## src/sv/lgp_pkg.sv

```systemverilog
// Shared types, constants and helpers for the linear gradient pixel generator.
`timescale 1ns / 1ps
`default_nettype none
package lgp_pkg;

   localparam int MAX_SIDE   = 4096;
   localparam int MAX_STOPS  = 4;
   localparam int SIDE_W     = 13;
   localparam int POS_W      = 12;
   localparam int LEN_W      = SIDE_W + 1;
   localparam int THR_W      = LEN_W + 1;
   localparam int NUM_W      = POS_W + SIDE_W;
   localparam int COEF_W     = 26;
   localparam int PROD_W     = COEF_W + LEN_W + 1;
   localparam int STOP_W     = 48;
   localparam int CHAN_W     = 16;
   localparam int PIX_W      = 8;
   localparam int CHAN_COUNT = 3;
   localparam int SEG_COUNT  = 3;
   localparam int SIDE_CAP   = (MAX_SIDE > (2 ** SIDE_W) - 1) ? (2 ** SIDE_W) - 1 : MAX_SIDE;
   // Clamp, product, one stage per quotient bit, index, segment, multiply, output.
   localparam int LATENCY    = SIDE_W + 6;

   localparam logic [2:0] REG_IMAGE_WIDTH  = 3'd0;
   localparam logic [2:0] REG_IMAGE_HEIGHT = 3'd1;
   localparam logic [2:0] REG_DIRECTION    = 3'd2;
   localparam logic [2:0] REG_STOP_COUNT   = 3'd3;
   localparam logic [2:0] REG_STOP_ZERO    = 3'd4;
   localparam logic [2:0] REG_STOP_ONE     = 3'd5;
   localparam logic [2:0] REG_STOP_TWO     = 3'd6;
   localparam logic [2:0] REG_STOP_THREE   = 3'd7;

   typedef enum logic [1:0] {
      DIR_HORIZ,
      DIR_VERT,
      DIR_DIAG
   } lgp_dir_type;

   typedef logic signed [COEF_W-1:0] lgp_coef_type;

   typedef struct packed {
      logic [SIDE_W-1:0] w_max;
      logic [SIDE_W-1:0] h_max;
      lgp_dir_type       dir;
      logic [THR_W-1:0]  lim;
      logic [THR_W-1:0]  t1;
      logic [THR_W-1:0]  t2;
      lgp_coef_type [SEG_COUNT-1:0][CHAN_COUNT-1:0] base;
      lgp_coef_type [SEG_COUNT-1:0][CHAN_COUNT-1:0] delta;
      lgp_coef_type [CHAN_COUNT-1:0]                fill;
   } lgp_line_type;

   // Channel 0 is red in the top bits, channel 2 blue in the bottom bits.
   function automatic logic [CHAN_W-1:0] chan16(input logic [STOP_W-1:0] stop,
                                                input logic [1:0] ch);
      logic [CHAN_W-1:0] c;
      case (ch)
         2'd0:    c = stop[47:32];
         2'd1:    c = stop[31:16];
         default: c = stop[15:0];
      endcase
      return c;
   endfunction

endpackage
`default_nettype wire

```

## src/sv/lgp_divider.sv

```systemverilog
// Iterative signed-by-unsigned divider with truncation towards zero.
`timescale 1ns / 1ps
`default_nettype none
module lgp_divider (
   input  wire logic                       clock,
   input  wire logic                       reset,
   input  wire logic                       start,
   input  wire lgp_pkg::lgp_coef_type      dividend,
   input  wire logic [lgp_pkg::LEN_W-1:0]  divisor,
   output logic                            done,
   output lgp_pkg::lgp_coef_type           quotient
);
   import lgp_pkg::*;

   localparam int CNT_W = $clog2(COEF_W + 1);

   logic [CNT_W-1:0]  count_ff;
   logic              run_ff;
   logic              done_ff;
   logic              neg_ff;
   logic [COEF_W-1:0] mag_ff;
   logic [LEN_W-1:0]  rem_ff;
   logic [LEN_W-1:0]  div_ff;
   logic [LEN_W:0]    trial;
   logic              ge;

   assign trial = {rem_ff, mag_ff[COEF_W-1]};
   assign ge    = trial >= {1'b0, div_ff};

   always_ff @(posedge clock) begin
      if (reset) begin
         count_ff <= '0;
         run_ff   <= 1'b0;
         done_ff  <= 1'b0;
      end else if (start) begin
         count_ff <= CNT_W'(COEF_W);
         run_ff   <= 1'b1;
         done_ff  <= 1'b0;
      end else if (run_ff) begin
         count_ff <= count_ff - CNT_W'(1);
         if (count_ff == CNT_W'(1)) begin
            run_ff  <= 1'b0;
            done_ff <= 1'b1;
         end
      end else begin
         done_ff <= 1'b0;
      end
   end

   always_ff @(posedge clock) begin
      if (start) begin
         neg_ff <= dividend[COEF_W-1];
         mag_ff <= dividend[COEF_W-1] ? COEF_W'(-dividend) : dividend;
         rem_ff <= '0;
         div_ff <= divisor;
      end else if (run_ff) begin
         rem_ff <= ge ? LEN_W'(trial - {1'b0, div_ff}) : trial[LEN_W-1:0];
         mag_ff <= {mag_ff[COEF_W-2:0], ge};
      end
   end

   // A new start hides a finish left over from an abandoned run.
   assign done     = done_ff && !start;
   assign quotient = neg_ff ? -$signed(mag_ff) : $signed(mag_ff);

endmodule
`default_nettype wire

```

## src/sv/lgp_setup.sv

```systemverilog
// Configuration registers and the sequencer that derives the line coefficients.
`timescale 1ns / 1ps
`default_nettype none
module lgp_setup (
   input  wire logic                        clock,
   input  wire logic                        reset,
   input  wire logic                        csr_write_enable,
   input  wire logic [2:0]                  csr_index,
   input  wire logic [lgp_pkg::STOP_W-1:0]  csr_write_data,
   output logic                             busy,
   output lgp_pkg::lgp_line_type            line
);
   import lgp_pkg::*;

   typedef enum logic [2:0] {
      ST_IDLE,
      ST_PREP,
      ST_SEG_WAIT,
      ST_DELTA,
      ST_DELTA_WAIT,
      ST_FINISH
   } state_type;

   state_type         state_ff;
   logic [SIDE_W-1:0] width_ff;
   logic [SIDE_W-1:0] height_ff;
   logic [1:0]        direction_ff;
   logic [2:0]        stop_count_ff;
   logic [STOP_W-1:0] stop_ff [MAX_STOPS];

   logic [LEN_W-1:0]  len_ff;
   logic [LEN_W-1:0]  seg_ff;
   logic [2:0]        nn_ff;
   logic              simple_ff;
   logic [1:0]        s_ff;
   logic [1:0]        c_ff;
   lgp_line_type      line_ff;
   logic              div_start_ff;
   lgp_coef_type      dividend_ff;
   logic [LEN_W-1:0]  divisor_ff;

   logic              div_done;
   lgp_coef_type      div_quotient;

   logic [SIDE_W-1:0] p_w;
   logic [SIDE_W-1:0] p_h;
   logic [2:0]        p_n;
   lgp_dir_type       p_dir;
   logic              p_multi;
   logic [LEN_W-1:0]  p_len;
   logic [LEN_W-1:0]  p_seg_div;
   lgp_coef_type      delta_num;
   logic [CHAN_W-1:0] ca;
   logic [CHAN_W-1:0] cb;
   logic [7:0]        a8;
   logic [7:0]        b8;

   always_comb begin
      p_w = (width_ff == '0) ? SIDE_W'(1) :
            (width_ff > SIDE_W'(SIDE_CAP)) ? SIDE_W'(SIDE_CAP) : width_ff;
      p_h = (height_ff == '0) ? SIDE_W'(1) :
            (height_ff > SIDE_W'(SIDE_CAP)) ? SIDE_W'(SIDE_CAP) : height_ff;
      p_n = (stop_count_ff == '0) ? 3'd1 :
            (stop_count_ff > 3'(MAX_STOPS)) ? 3'(MAX_STOPS) : stop_count_ff;
      unique case (direction_ff)
         2'd0:    p_dir = DIR_HORIZ;
         2'd1:    p_dir = DIR_VERT;
         default: p_dir = DIR_DIAG;
      endcase
      if (p_dir == DIR_DIAG && p_w == SIDE_W'(1)) begin
         p_dir = DIR_VERT;
      end else if (p_dir == DIR_DIAG && p_h == SIDE_W'(1)) begin
         p_dir = DIR_HORIZ;
      end
      p_multi = p_n > 3'd2;
      unique case (p_dir)
         DIR_HORIZ: p_len = {1'b0, p_w};
         DIR_VERT:  p_len = {1'b0, p_h};
         default:   p_len = {p_w, 1'b0} - LEN_W'(1);
      endcase
      // The diagonal limits the stop count by both sides and may fall back.
      if (p_dir == DIR_DIAG && p_multi) begin
         if (SIDE_W'(p_n) > p_w) p_n = p_w[2:0];
         if (SIDE_W'(p_n) > p_h) p_n = p_h[2:0];
         p_multi = p_n > 3'd2;
      end
      if (p_multi && LEN_W'(p_n) > p_len) p_n = p_len[2:0];
      p_seg_div = (p_multi && p_n > 3'd1) ? LEN_W'(p_n - 3'd1) : LEN_W'(1);

      ca = chan16(stop_ff[s_ff], c_ff);
      cb = chan16(stop_ff[2'(s_ff + 2'd1)], c_ff);
      a8 = 8'(chan16(stop_ff[0], c_ff) >> 8);
      b8 = 8'(chan16((nn_ff >= 3'd2) ? stop_ff[1] : stop_ff[0], c_ff) >> 8);
      if (simple_ff) begin
         delta_num = ($signed(COEF_W'(b8)) - $signed(COEF_W'(a8))) <<< 16;
      end else begin
         delta_num = ($signed(COEF_W'(cb)) - $signed(COEF_W'(ca))) <<< 8;
      end
   end

   always_ff @(posedge clock) begin
      if (reset) begin
         width_ff      <= SIDE_W'(1);
         height_ff     <= SIDE_W'(1);
         direction_ff  <= 2'd0;
         stop_count_ff <= 3'd2;
         for (int i = 0; i < MAX_STOPS; i++) stop_ff[i] <= '0;
         state_ff      <= ST_PREP;
         div_start_ff  <= 1'b0;
      end else begin
         div_start_ff <= 1'b0;
         if (csr_write_enable) begin
            unique case (csr_index)
               REG_IMAGE_WIDTH:  width_ff      <= csr_write_data[SIDE_W-1:0];
               REG_IMAGE_HEIGHT: height_ff     <= csr_write_data[SIDE_W-1:0];
               REG_DIRECTION:    direction_ff  <= csr_write_data[1:0];
               REG_STOP_COUNT:   stop_count_ff <= csr_write_data[2:0];
               REG_STOP_ZERO:    stop_ff[0]    <= csr_write_data;
               REG_STOP_ONE:     stop_ff[1]    <= csr_write_data;
               REG_STOP_TWO:     stop_ff[2]    <= csr_write_data;
               REG_STOP_THREE:   stop_ff[3]    <= csr_write_data;
            endcase
            state_ff <= ST_PREP;
         end else begin
            unique case (state_ff)
               ST_IDLE: begin
               end
               ST_PREP: begin
                  line_ff.w_max <= p_w - SIDE_W'(1);
                  line_ff.h_max <= p_h - SIDE_W'(1);
                  line_ff.dir   <= p_dir;
                  len_ff        <= p_len;
                  nn_ff         <= p_n;
                  simple_ff     <= !p_multi;
                  dividend_ff   <= COEF_W'(p_len);
                  divisor_ff    <= p_seg_div;
                  div_start_ff  <= 1'b1;
                  state_ff      <= ST_SEG_WAIT;
               end
               ST_SEG_WAIT: begin
                  if (div_done) begin
                     seg_ff   <= div_quotient[LEN_W-1:0];
                     s_ff     <= 2'd0;
                     c_ff     <= 2'd0;
                     state_ff <= ST_DELTA;
                  end
               end
               ST_DELTA: begin
                  dividend_ff  <= delta_num;
                  divisor_ff   <= simple_ff ? len_ff : seg_ff;
                  div_start_ff <= 1'b1;
                  state_ff     <= ST_DELTA_WAIT;
               end
               ST_DELTA_WAIT: begin
                  if (div_done) begin
                     line_ff.delta[s_ff][c_ff] <= div_quotient;
                     if (c_ff == 2'(CHAN_COUNT - 1)) begin
                        c_ff <= 2'd0;
                        if (s_ff == 2'(SEG_COUNT - 1)) begin
                           state_ff <= ST_FINISH;
                        end else begin
                           s_ff     <= s_ff + 2'd1;
                           state_ff <= ST_DELTA;
                        end
                     end else begin
                        c_ff     <= c_ff + 2'd1;
                        state_ff <= ST_DELTA;
                     end
                  end
               end
               ST_FINISH: begin
                  if (simple_ff) begin
                     line_ff.t1  <= '1;
                     line_ff.t2  <= '1;
                     line_ff.lim <= '1;
                     for (int s = 0; s < SEG_COUNT; s++) begin
                        for (int c = 0; c < CHAN_COUNT; c++) begin
                           line_ff.base[s][c] <= $signed(COEF_W'({
                              chan16(stop_ff[0], 2'(c)) >> 8, 16'h0000}));
                        end
                     end
                     for (int c = 0; c < CHAN_COUNT; c++) line_ff.fill[c] <= '0;
                  end else begin
                     line_ff.t1 <= THR_W'(seg_ff);
                     line_ff.t2 <= {seg_ff, 1'b0};
                     unique case (nn_ff)
                        3'd2:    line_ff.lim <= THR_W'(seg_ff);
                        3'd3:    line_ff.lim <= {seg_ff, 1'b0};
                        3'd4:    line_ff.lim <= THR_W'(seg_ff) + {seg_ff, 1'b0};
                        default: line_ff.lim <= '0;
                     endcase
                     for (int s = 0; s < SEG_COUNT; s++) begin
                        for (int c = 0; c < CHAN_COUNT; c++) begin
                           line_ff.base[s][c] <= $signed({2'b00,
                              chan16(stop_ff[s], 2'(c)), 8'h00});
                        end
                     end
                     for (int c = 0; c < CHAN_COUNT; c++) begin
                        line_ff.fill[c] <= $signed({2'b00,
                           chan16(stop_ff[2'(nn_ff - 3'd1)], 2'(c)), 8'h00});
                     end
                  end
                  state_ff <= ST_IDLE;
               end
            endcase
         end
      end
   end

   lgp_divider u_divider (
      .clock    (clock),
      .reset    (reset),
      .start    (div_start_ff),
      .dividend (dividend_ff),
      .divisor  (divisor_ff),
      .done     (div_done),
      .quotient (div_quotient)
   );

   assign busy = state_ff != ST_IDLE;
   assign line = line_ff;

endmodule
`default_nettype wire

```

## src/sv/lgp_pixel_pipe.sv

```systemverilog
// Pixel pipeline: clamp, diagonal offset division, segment pick and interpolation.
`timescale 1ns / 1ps
`default_nettype none
module lgp_pixel_pipe (
   input  wire logic                       clock,
   input  wire logic                       reset,
   input  wire logic                       in_valid,
   input  wire logic [lgp_pkg::POS_W-1:0]  pos_x,
   input  wire logic [lgp_pkg::POS_W-1:0]  pos_y,
   input  wire lgp_pkg::lgp_line_type      line,
   output logic                            out_valid,
   output logic [lgp_pkg::PIX_W-1:0]       red,
   output logic [lgp_pkg::PIX_W-1:0]       green,
   output logic [lgp_pkg::PIX_W-1:0]       blue
);
   import lgp_pkg::*;

   localparam int Q_W = SIDE_W;

   // Clamp stage.
   logic             v1_ff;
   logic [POS_W-1:0] x1_ff;
   logic [POS_W-1:0] y1_ff;
   logic [POS_W-1:0] x_c_in;
   logic [POS_W-1:0] y_c_in;
   logic [NUM_W-1:0] num_in;

   assign x_c_in = ({1'b0, pos_x} > line.w_max) ? line.w_max[POS_W-1:0] : pos_x;
   assign y_c_in = ({1'b0, pos_y} > line.h_max) ? line.h_max[POS_W-1:0] : pos_y;
   assign num_in = NUM_W'(y1_ff) * NUM_W'(line.w_max);

   always_ff @(posedge clock) begin
      v1_ff <= reset ? 1'b0 : in_valid;
      x1_ff <= x_c_in;
      y1_ff <= y_c_in;
   end

   // One quotient bit of y*(W-1)/(H-1) per stage.
   logic             dv_ff  [Q_W+1];
   logic [Q_W-1:0]   rem_ff [Q_W+1];
   logic [Q_W-1:0]   q_ff   [Q_W+1];
   logic [NUM_W-1:0] num_ff [Q_W+1];
   logic [POS_W-1:0] x_ff   [Q_W+1];
   logic [POS_W-1:0] y_ff   [Q_W+1];
   logic [Q_W:0]     trial  [Q_W];
   logic             ge     [Q_W];
   logic [Q_W-1:0]   rem_in [Q_W];
   logic [Q_W-1:0]   q_in   [Q_W];

   always_comb begin
      for (int i = 0; i < Q_W; i++) begin
         trial[i]  = {rem_ff[i], num_ff[i][Q_W-1-i]};
         ge[i]     = trial[i] >= {1'b0, line.h_max};
         rem_in[i] = ge[i] ? Q_W'(trial[i] - {1'b0, line.h_max}) : trial[i][Q_W-1:0];
         q_in[i]   = q_ff[i];
         q_in[i][Q_W-1-i] = ge[i];
      end
   end

   always_ff @(posedge clock) begin
      if (reset) begin
         for (int i = 0; i <= Q_W; i++) dv_ff[i] <= 1'b0;
      end else begin
         dv_ff[0] <= v1_ff;
         for (int i = 0; i < Q_W; i++) dv_ff[i+1] <= dv_ff[i];
      end
   end

   always_ff @(posedge clock) begin
      rem_ff[0] <= Q_W'(num_in[NUM_W-1:Q_W]);
      q_ff[0]   <= '0;
      num_ff[0] <= num_in;
      x_ff[0]   <= x1_ff;
      y_ff[0]   <= y1_ff;
      for (int i = 0; i < Q_W; i++) begin
         rem_ff[i+1] <= rem_in[i];
         q_ff[i+1]   <= q_in[i];
         num_ff[i+1] <= num_ff[i];
         x_ff[i+1]   <= x_ff[i];
         y_ff[i+1]   <= y_ff[i];
      end
   end

   // Line index, segment pick, multiply and add.
   logic                    vi_ff, vs_ff, vm_ff, out_valid_ff;
   logic [LEN_W-1:0]        idx_in, idx_ff;
   logic [THR_W-1:0]        idx_w;
   logic [1:0]              s_in, s_ff;
   logic [LEN_W-1:0]        j_in, j_ff;
   logic                    fill_in, fill_ff;
   logic signed [PROD_W-1:0] prod_in [CHAN_COUNT];
   logic signed [PROD_W-1:0] prod_ff [CHAN_COUNT];
   lgp_coef_type            base_in [CHAN_COUNT];
   lgp_coef_type            base_ff [CHAN_COUNT];
   logic signed [PROD_W-1:0] sum    [CHAN_COUNT];
   logic [PIX_W-1:0]        pix_ff  [CHAN_COUNT];

   always_comb begin
      unique case (line.dir)
         DIR_HORIZ: idx_in = LEN_W'(x_ff[Q_W]);
         DIR_VERT:  idx_in = LEN_W'(y_ff[Q_W]);
         default:   idx_in = LEN_W'(x_ff[Q_W]) + LEN_W'(q_ff[Q_W]);
      endcase
   end

   assign idx_w = THR_W'(idx_ff);

   always_comb begin
      fill_in = 1'b0;
      priority if (idx_w >= line.lim) begin
         fill_in = 1'b1;
         s_in    = 2'd0;
         j_in    = '0;
      end else if (idx_w >= line.t2) begin
         s_in = 2'd2;
         j_in = LEN_W'(idx_w - line.t2);
      end else if (idx_w >= line.t1) begin
         s_in = 2'd1;
         j_in = LEN_W'(idx_w - line.t1);
      end else begin
         s_in = 2'd0;
         j_in = idx_ff;
      end
   end

   always_comb begin
      for (int c = 0; c < CHAN_COUNT; c++) begin
         prod_in[c] = $signed({1'b0, j_ff}) * $signed(line.delta[s_ff][c]);
         base_in[c] = fill_ff ? line.fill[c] : line.base[s_ff][c];
         sum[c]     = prod_ff[c] + $signed(base_ff[c]);
      end
   end

   always_ff @(posedge clock) begin
      if (reset) begin
         vi_ff        <= 1'b0;
         vs_ff        <= 1'b0;
         vm_ff        <= 1'b0;
         out_valid_ff <= 1'b0;
      end else begin
         vi_ff        <= dv_ff[Q_W];
         vs_ff        <= vi_ff;
         vm_ff        <= vs_ff;
         out_valid_ff <= vm_ff;
      end
   end

   always_ff @(posedge clock) begin
      idx_ff  <= idx_in;
      s_ff    <= s_in;
      j_ff    <= j_in;
      fill_ff <= fill_in;
      for (int c = 0; c < CHAN_COUNT; c++) begin
         prod_ff[c] <= prod_in[c];
         base_ff[c] <= base_in[c];
         pix_ff[c]  <= sum[c][23:16];
      end
   end

   assign out_valid = out_valid_ff;
   assign red       = pix_ff[0];
   assign green     = pix_ff[1];
   assign blue      = pix_ff[2];

endmodule
`default_nettype wire

```

## src/sv/linear_gradient_pixel_generator.sv

```systemverilog
// Top level of the linear gradient pixel generator.
//
// A transaction is a pixel position on req_pos_x and req_pos_y, taken at a
// rising edge where start is high and busy is low. Its colour appears on
// rsp_red, rsp_green and rsp_blue for exactly one cycle, marked by rsp_valid,
// and is taken at the edge that ends that cycle; the receiver cannot stall.
// A new position may be started in every cycle while busy is low: one pixel
// per clock. A result passes the clamp stage, a product stage, one stage
// per bit of the 13-bit diagonal quotient, then index, segment, multiply and
// output stages.
// Registers are written through csr_write_enable, csr_index and
// csr_write_data; the user must write them only while no transaction is in
// flight, which the block itself does not enforce. After reset and after
// every write, busy stays high while the segment length and the nine colour
// steps are worked out by a shared iterative divider, 26 iterations for each
// quotient. Reset is synchronous and restores the register defaults, clears
// the pipeline and starts that setup pass.
`timescale 1ns / 1ps
`default_nettype none
module linear_gradient_pixel_generator (
   input  wire logic                        clock,
   input  wire logic                        reset,
   input  wire logic                        start,
   output logic                             busy,
   input  wire logic [lgp_pkg::POS_W-1:0]   req_pos_x,
   input  wire logic [lgp_pkg::POS_W-1:0]   req_pos_y,
   output logic                             rsp_valid,
   output logic [lgp_pkg::PIX_W-1:0]        rsp_red,
   output logic [lgp_pkg::PIX_W-1:0]        rsp_green,
   output logic [lgp_pkg::PIX_W-1:0]        rsp_blue,
   input  wire logic                        csr_write_enable,
   input  wire logic [2:0]                  csr_index,
   input  wire logic [lgp_pkg::STOP_W-1:0]  csr_write_data
);
   import lgp_pkg::*;

   lgp_line_type line;
   logic         accept;

   assign accept = start && !busy;

   lgp_setup u_setup (
      .clock            (clock),
      .reset            (reset),
      .csr_write_enable (csr_write_enable),
      .csr_index        (csr_index),
      .csr_write_data   (csr_write_data),
      .busy             (busy),
      .line             (line)
   );

   lgp_pixel_pipe u_pipe (
      .clock     (clock),
      .reset     (reset),
      .in_valid  (accept),
      .pos_x     (req_pos_x),
      .pos_y     (req_pos_y),
      .line      (line),
      .out_valid (rsp_valid),
      .red       (rsp_red),
      .green     (rsp_green),
      .blue      (rsp_blue)
   );

`ifndef SYNTH
   // Every result goes back to a transaction started a fixed latency earlier.
   assert property (@(posedge clock) disable iff (reset)
      rsp_valid |-> $past(accept, LATENCY))
      else $error("result without a matching start");

   // A register write always triggers a fresh setup pass.
   assert property (@(posedge clock) disable iff (reset)
      csr_write_enable |=> busy)
      else $error("busy not raised after a register write");
`endif

endmodule
`default_nettype wire
```

## config.mk

```make
export PLATFORM = sky130hd
export DESIGN_NAME = linear_gradient_pixel_generator
export DESIGN_NICKNAME = d
export VERILOG_FILES = /design/src/sv/lgp_pkg.sv /design/src/sv/lgp_divider.sv /design/src/sv/lgp_setup.sv /design/src/sv/lgp_pixel_pipe.sv /design/src/sv/linear_gradient_pixel_generator.sv
export SDC_FILE = /design/constraint.sdc
export NUM_CORES = 2
export LEC_CHECK = 0
export BUFFER_PORTS_ARGS = -buffer_cell sky130_fd_sc_hd__buf_2
export CAP_MARGIN = 15
export CORE_UTILIZATION = 58
export CTS_CLUSTER_DIAMETER = 30
export DETAILED_ROUTE_END_ITERATION = 10
export PLACE_DENSITY = 0.77
export SLEW_MARGIN = 15
export SYNTH_ARGS = -nofsm -noshare
export SYNTH_HDL_FRONTEND = slang
export SYNTH_HIERARCHICAL = 1
export SYNTH_SLANG_ARGS = --single-unit
export TNS_END_PERCENT = 30
```

## constraint.sdc

```tcl
create_clock -name clock -period 17.7 [get_ports clock]
set_input_delay 1.77 -clock clock [delete_from_list [all_inputs] [get_ports clock]]
set_output_delay 1.77 -clock clock [all_outputs]
set_load 0.05 [all_outputs]
```

**Word level (Yosys, flattened, before mapping)**

Memories as Yosys holds them, arrays and structs flattened. A register that Yosys moved wholly into a read port is not among the register bits.
Cells that the tools add are included.

- Bits in registers: 789
- Memory bits (writable): 1481
- Bits of input ports: 79
- Word-level logic and storage cells: 368
- Memories: 10

- Add/sub/neg operators: 33
- $mul: 4
- $lt $le $gt $ge: 34
- Eq/ne operators: 30
- Multiplexer cells: 124
- Bitwise gates (word level): 21
- Reduce and logical (&&, ||, !) cells: 42

Memory list:

| memory | depth | width | read ports | clocked after Yosys merged registers in | wr ports | RTL line | source |
|---|---|---|---|---|---|---|---|
| u_pipe.num_ff | 14 | 25 | 13 | 0 | 14 | lgp_pixel_pipe.sv:42 | `logic [NUM_W-1:0] num_ff [Q_W+1];` |
| u_setup.stop_ff | 4 | 48 | 6 | 2 | 4 | lgp_setup.sv:29 | `logic [STOP_W-1:0] stop_ff [MAX_STOPS];` |
| u_pipe.q_ff | 14 | 13 | 14 | 0 | 14 | lgp_pixel_pipe.sv:41 | `logic [Q_W-1:0] q_ff [Q_W+1];` |
| u_pipe.rem_ff | 14 | 13 | 13 | 0 | 14 | lgp_pixel_pipe.sv:40 | `logic [Q_W-1:0] rem_ff [Q_W+1];` |
| u_pipe.x_ff | 14 | 12 | 14 | 0 | 14 | lgp_pixel_pipe.sv:43 | `logic [POS_W-1:0] x_ff [Q_W+1];` |
| u_pipe.y_ff | 14 | 12 | 14 | 0 | 14 | lgp_pixel_pipe.sv:44 | `logic [POS_W-1:0] y_ff [Q_W+1];` |
| +4 memories | -- | -- | -- | -- | -- | -- |  |

Operators with widths:

| operator | count |
|---|---|
| $bmux 78 s2 | 2 |
| $mux 264 | 1 |
| $mux 48 | 5 |
| $bwmux 234 | 1 |
| $mux 26 | 9 |
| $mux 78 | 3 |
| $mux 13 | 17 |
| $ge 14x13->1 | 13 |
| $sub 13x13->13 | 13 |
| $demux 78 s2 | 1 |
| $pmux 16 s2 | 4 |
| $mul 15x26->41 | 3 |
| $pmux 14 s2 | 3 |
| $add 24x24->24 | 3 |
| $mux 14 | 5 |
| $demux 26 s2 | 1 |
| $neg 26->26 | 2 |
| $pmux 26 s2 | 1 |
| $ge 14x15->1 | 3 |
| $pmux 15 s3 | 1 |
| $sub 14x14->14 | 3 |
| $mux 1 | 40 |
| $mux 3 | 12 |
| $eq 13x1->1 const B | 2 |
| 52 further kinds | 140 |

**Longest topological paths before layout**

- Depth in word-level cells: 21
- Mapped depth: 31

**Cells and area by module**

The synthesis kept the hierarchy.

Modules (own cells, without submodules):

| module | times used | cells an instance | area an instance (um^2) |
|---|---|---|---|
| lgp_pixel_pipe | 1 | 6557 | 63424.6 |
| lgp_setup | 1 | 2496 | 36099.6 |
| lgp_divider | 1 | 500 | 4380.5 |
| linear_gradient_pixel_generator | 1 | 1 | 13.8 |

**Worst setup path before layout**

Ideal clock, no wire load.

- Path kind: input to register
- From: input port reset
- To: register u_setup.line_ff (netlist bit u_setup/line[10]), enable pin
- Data arrival time: 17.432 ns
- Data required time: 16.624 ns
- Setup slack: -0.808 ns
- Cell stages on the path: 4
- Path buffers: 2
- Path through: clkbuf_1 -> or2_2 -> clkbuf_1 -> nor3_1

- Word-level cells in the longest chain between the ends: 2

RTL lines:

| element | RTL line | source |
|---|---|---|
| from (decl) | linear_gradient_pixel_generator.sv:22 | `input wire logic reset,` |
| $not 1->1 (no line) | -- |  |
| $reduce_and 3->1 (no line) | -- |  |
| to (decl) | lgp_setup.sv:37 | `lgp_line_type line_ff;` |

Every way passes these cells.
A chain may end at the register's enable or synchronous reset.

==> impl_metrics.env <==
export IMPL_rows=154
export IMPL_ios=105
export IMPL_fin_ws_ps=9340
export IMPL_rsz0062_at_grt="false"
export IMPL_grt_total_usage_pct=30.3
export IMPL_period_needed_ps=8360
export IMPL_via_per_inst=5.85
export IMPL_tightestPinTransition_ps=1420
export IMPL_ant_nets=0
export IMPL_fp_dieH_um=424
export IMPL_grt_pass1_vias=74700
export IMPL_multiInputGateArea_mm2=0.0540
export IMPL_io_buffers=104
export IMPL_crit_type="reg -> reg"
export IMPL_fp_dieW_um=424
export IMPL_critPathMaxFanout=67
export IMPL_r2r_start="u_pipe/s_ff[1]"
export IMPL_ys_warn_count=6
export IMPL_dieArea_mm2=0.180
export IMPL_grt_max_degree=193
export IMPL_start_util_pct=58.5
export IMPL_critical_path_startpoint_type="register"
export IMPL_wl_per_cell_um=22.1
export IMPL_r2r_end="u_pipe/prod_ff[0][102]"
export IMPL_nets=11000
export IMPL_hold_class="reg -> reg"
export IMPL_synth_area_per_cell_um2=10.9
export IMPL_r2r_slack_ps=9340
export IMPL_skew_ps=107
export IMPL_cts_max_path_buffers=4
export IMPL_htreeDepth=5
export IMPL_pre_cts_ws_ps=9510
export IMPL_setup_violations=0
export IMPL_cts_setup_buffers=0
export IMPL_status="finished, violations left"
export IMPL_worstPathArrival_ps=9130
export IMPL_fin_setup_tns_ps=0
export IMPL_cts_buffers=332
export IMPL_grt_overflow_total=0
export IMPL_clk_latency_ps=950
export IMPL_dp_hpwl_mm=181
export IMPL_synth_cells=9505
export IMPL_root_buffer="clkbuf_16"
export IMPL_finalCritPeriodShare_pct=47.2
export IMPL_final_area_mm2=0.117
export IMPL_gp_congestion=0.931
export IMPL_grt_antenna_before_repair=27
export IMPL_finalHoldViolCount=0
export IMPL_holdWs_ps=277
export IMPL_area_delta_synth_final_pct=13.2
export IMPL_reg2regPathDepth=26
export IMPL_clk_pin_slew_worst_paths_ps=60
export IMPL_cts_repair_resized=0
export IMPL_slew_headroom_pct=5.08
export IMPL_route_detailed_drc=3
export IMPL_fp_coreArea_mm2=0.176
export IMPL_vias=71700
export IMPL_grt_pass1_wl_mm=420
export IMPL_violations="DRC"
export IMPL_regArea_mm2=0.0430
export IMPL_slew_viol_final=0
export IMPL_cts_tree="done"
export IMPL_clock_sinks=1760
export IMPL_cap_violations=0
export IMPL_drive_gt1_share_pct=11.8
export IMPL_placed_area_mm2=0.106
export IMPL_crit_end="u_pipe/prod_ff[0][102]"
export IMPL_max_freq_mhz=120
export IMPL_worst_endpoint_required_ps=18470
export IMPL_fillers=12500
export IMPL_drt_iter0_markers=6395
export IMPL_end_kind="register"
export IMPL_synth_area_mm2=0.103
export IMPL_drtPass1Iterations=9
export IMPL_wl_mm=271
export IMPL_hold_buffers=0
export IMPL_startpoint="u_pipe/s_ff[1]"
==> worst max-delay path, cell delays in order, from the launching register on <==
cell and delay, ps:
dfxtp_4 560, nor2b_4 210, buf_4 440, buf_4 720
nand2_1 130, o21ai_0 100, buf_4 230, nand2_1 100
fa_1 630, fa_1 450, fa_1 520, inv_1 40
ha_1 310, fa_1 540, inv_1 50, fa_1 540
inv_1 40, ha_1 300, o21a_1 140, o21ai_0 150
nor2_1 140, o31ai_1 100, a2111oi_0 960, nor3_1 170
o31ai_1 280, a21oi_1 120, xnor2_1 140
==> stage by stage <==
step | utilization (%) | std cells
after floorplan | - | 9600
after global placement | 59.9 | 11600
after detailed placement | 59.9 | 11600
after CTS | 66.2 | 12200
after global routing | 66.3 | 12200
final | 66.3 | 12200
==> layout by cell type (no fill, tap or decap), drive strengths merged, types with 20 or more instances in the layout <==
master,count
inv,1171
dfxtp,986
nand2,816
edfxtp,774
and2,757
fa,657
ha,637
a21oi,390
clkbuf,378
nor2,339
o21ai,315
xnor2,287
buf,218
mux2i,212
nor2b,173
mux4,144
mux2,138
xor2,130
nor3,124
a211oi,118
a21o,107
conb,96
clkinv,90
nand3,68
nand4,59
o21a,57
nand2b,51
or3,44
and3,42
a22oi,40
bufinv,37
clkinvlp,37
o31ai,32
a22o,28
a31oi,28
o21bai,28
or2,26
a31o,22
nor4,20
==> how the worst min path moves through the flow <==
| stage | to | startpoint | slack, ps | cells past startpoint |
|---|---|---|---|---|
| 4_1_cts | u_pipe/x_ff[7][10] | u_pipe/x_ff[6][10] | 270 | 0 |
| 2_1_floorplan | u_pipe/num_ff[10][0] | u_pipe/num_ff[9][0] | 310 | 0 |
| 6_report | u_pipe/x_ff[7][10] | u_pipe/x_ff[6][10] | 280 | 0 |
| 5_1_grt | u_pipe/x_ff[7][10] | u_pipe/x_ff[6][10] | 270 | 0 |
| 3_5_place_dp | u_pipe/x_ff[12][5] | u_pipe/x_ff[11][5] | 310 | 0 |
| 3_3_place_gp | u_pipe/q_ff[1][64] | u_pipe/q_ff[1][51] | 310 | 0 |
==> flip-flops by register name (all words and copies together), names as in the netlist, 14 cells and up, named ones only <==
name / flops
u_setup/len_ff: 14
u_setup/u_divider/div_ff: 14
u_pipe/dv_ff: 14
u_pipe/idx_ff: 14
u_setup/u_divider/mag_ff: 26
u_setup/line: 466
u_setup/u_divider/rem_ff: 14
u_pipe/num_ff: 102
u_pipe/base_ff: 72
u_setup/divisor_ff: 14
u_setup/seg_ff: 14
u_setup/stop_ff: 192
u_pipe/rem_ff: 157
u_pipe/prod_ff: 72
u_pipe/q_ff: 91
u_pipe/j_ff: 14
u_pipe/x_ff: 168
u_pipe/pix_ff: 24
u_setup/dividend_ff: 25
u_pipe/y_ff: 168
==> area by class of cell <==
cell class / instances / share of cell area (%)
Clock buffer: 378 / 7.57
Antenna cell: 15 / 0.0321
Clock inverter: 211 / 2.07
Sequential cell: 1760 / 36.8
Multi-Input combinational cell: 6197 / 46.2
Tap cell: 2340 / 2.51
Inverter: 1124 / 3.61
Timing Repair Buffer: 218 / 1.20
==> metal layers <==
| metal | wire length (um) | track usage [%] | up-vias | share of wire [%] |
|---|---|---|---|---|
| li1 | - | - | 32200 | - |
| met1 | 101000 | 36.8 | 35100 | 37 |
| met2 | 130000 | 50.1 | 3484 | 48 |
| met3 | 24000 | 6.59 | 869 | 8.9 |
| met4 | 15400 | 16.7 | 20 | 5.7 |
| met5 | 129 | 0 | - | 0.048 |
Power is not shown: default switching activity piles up to over one toggle a cycle in this logic, so the estimate is an artifact.
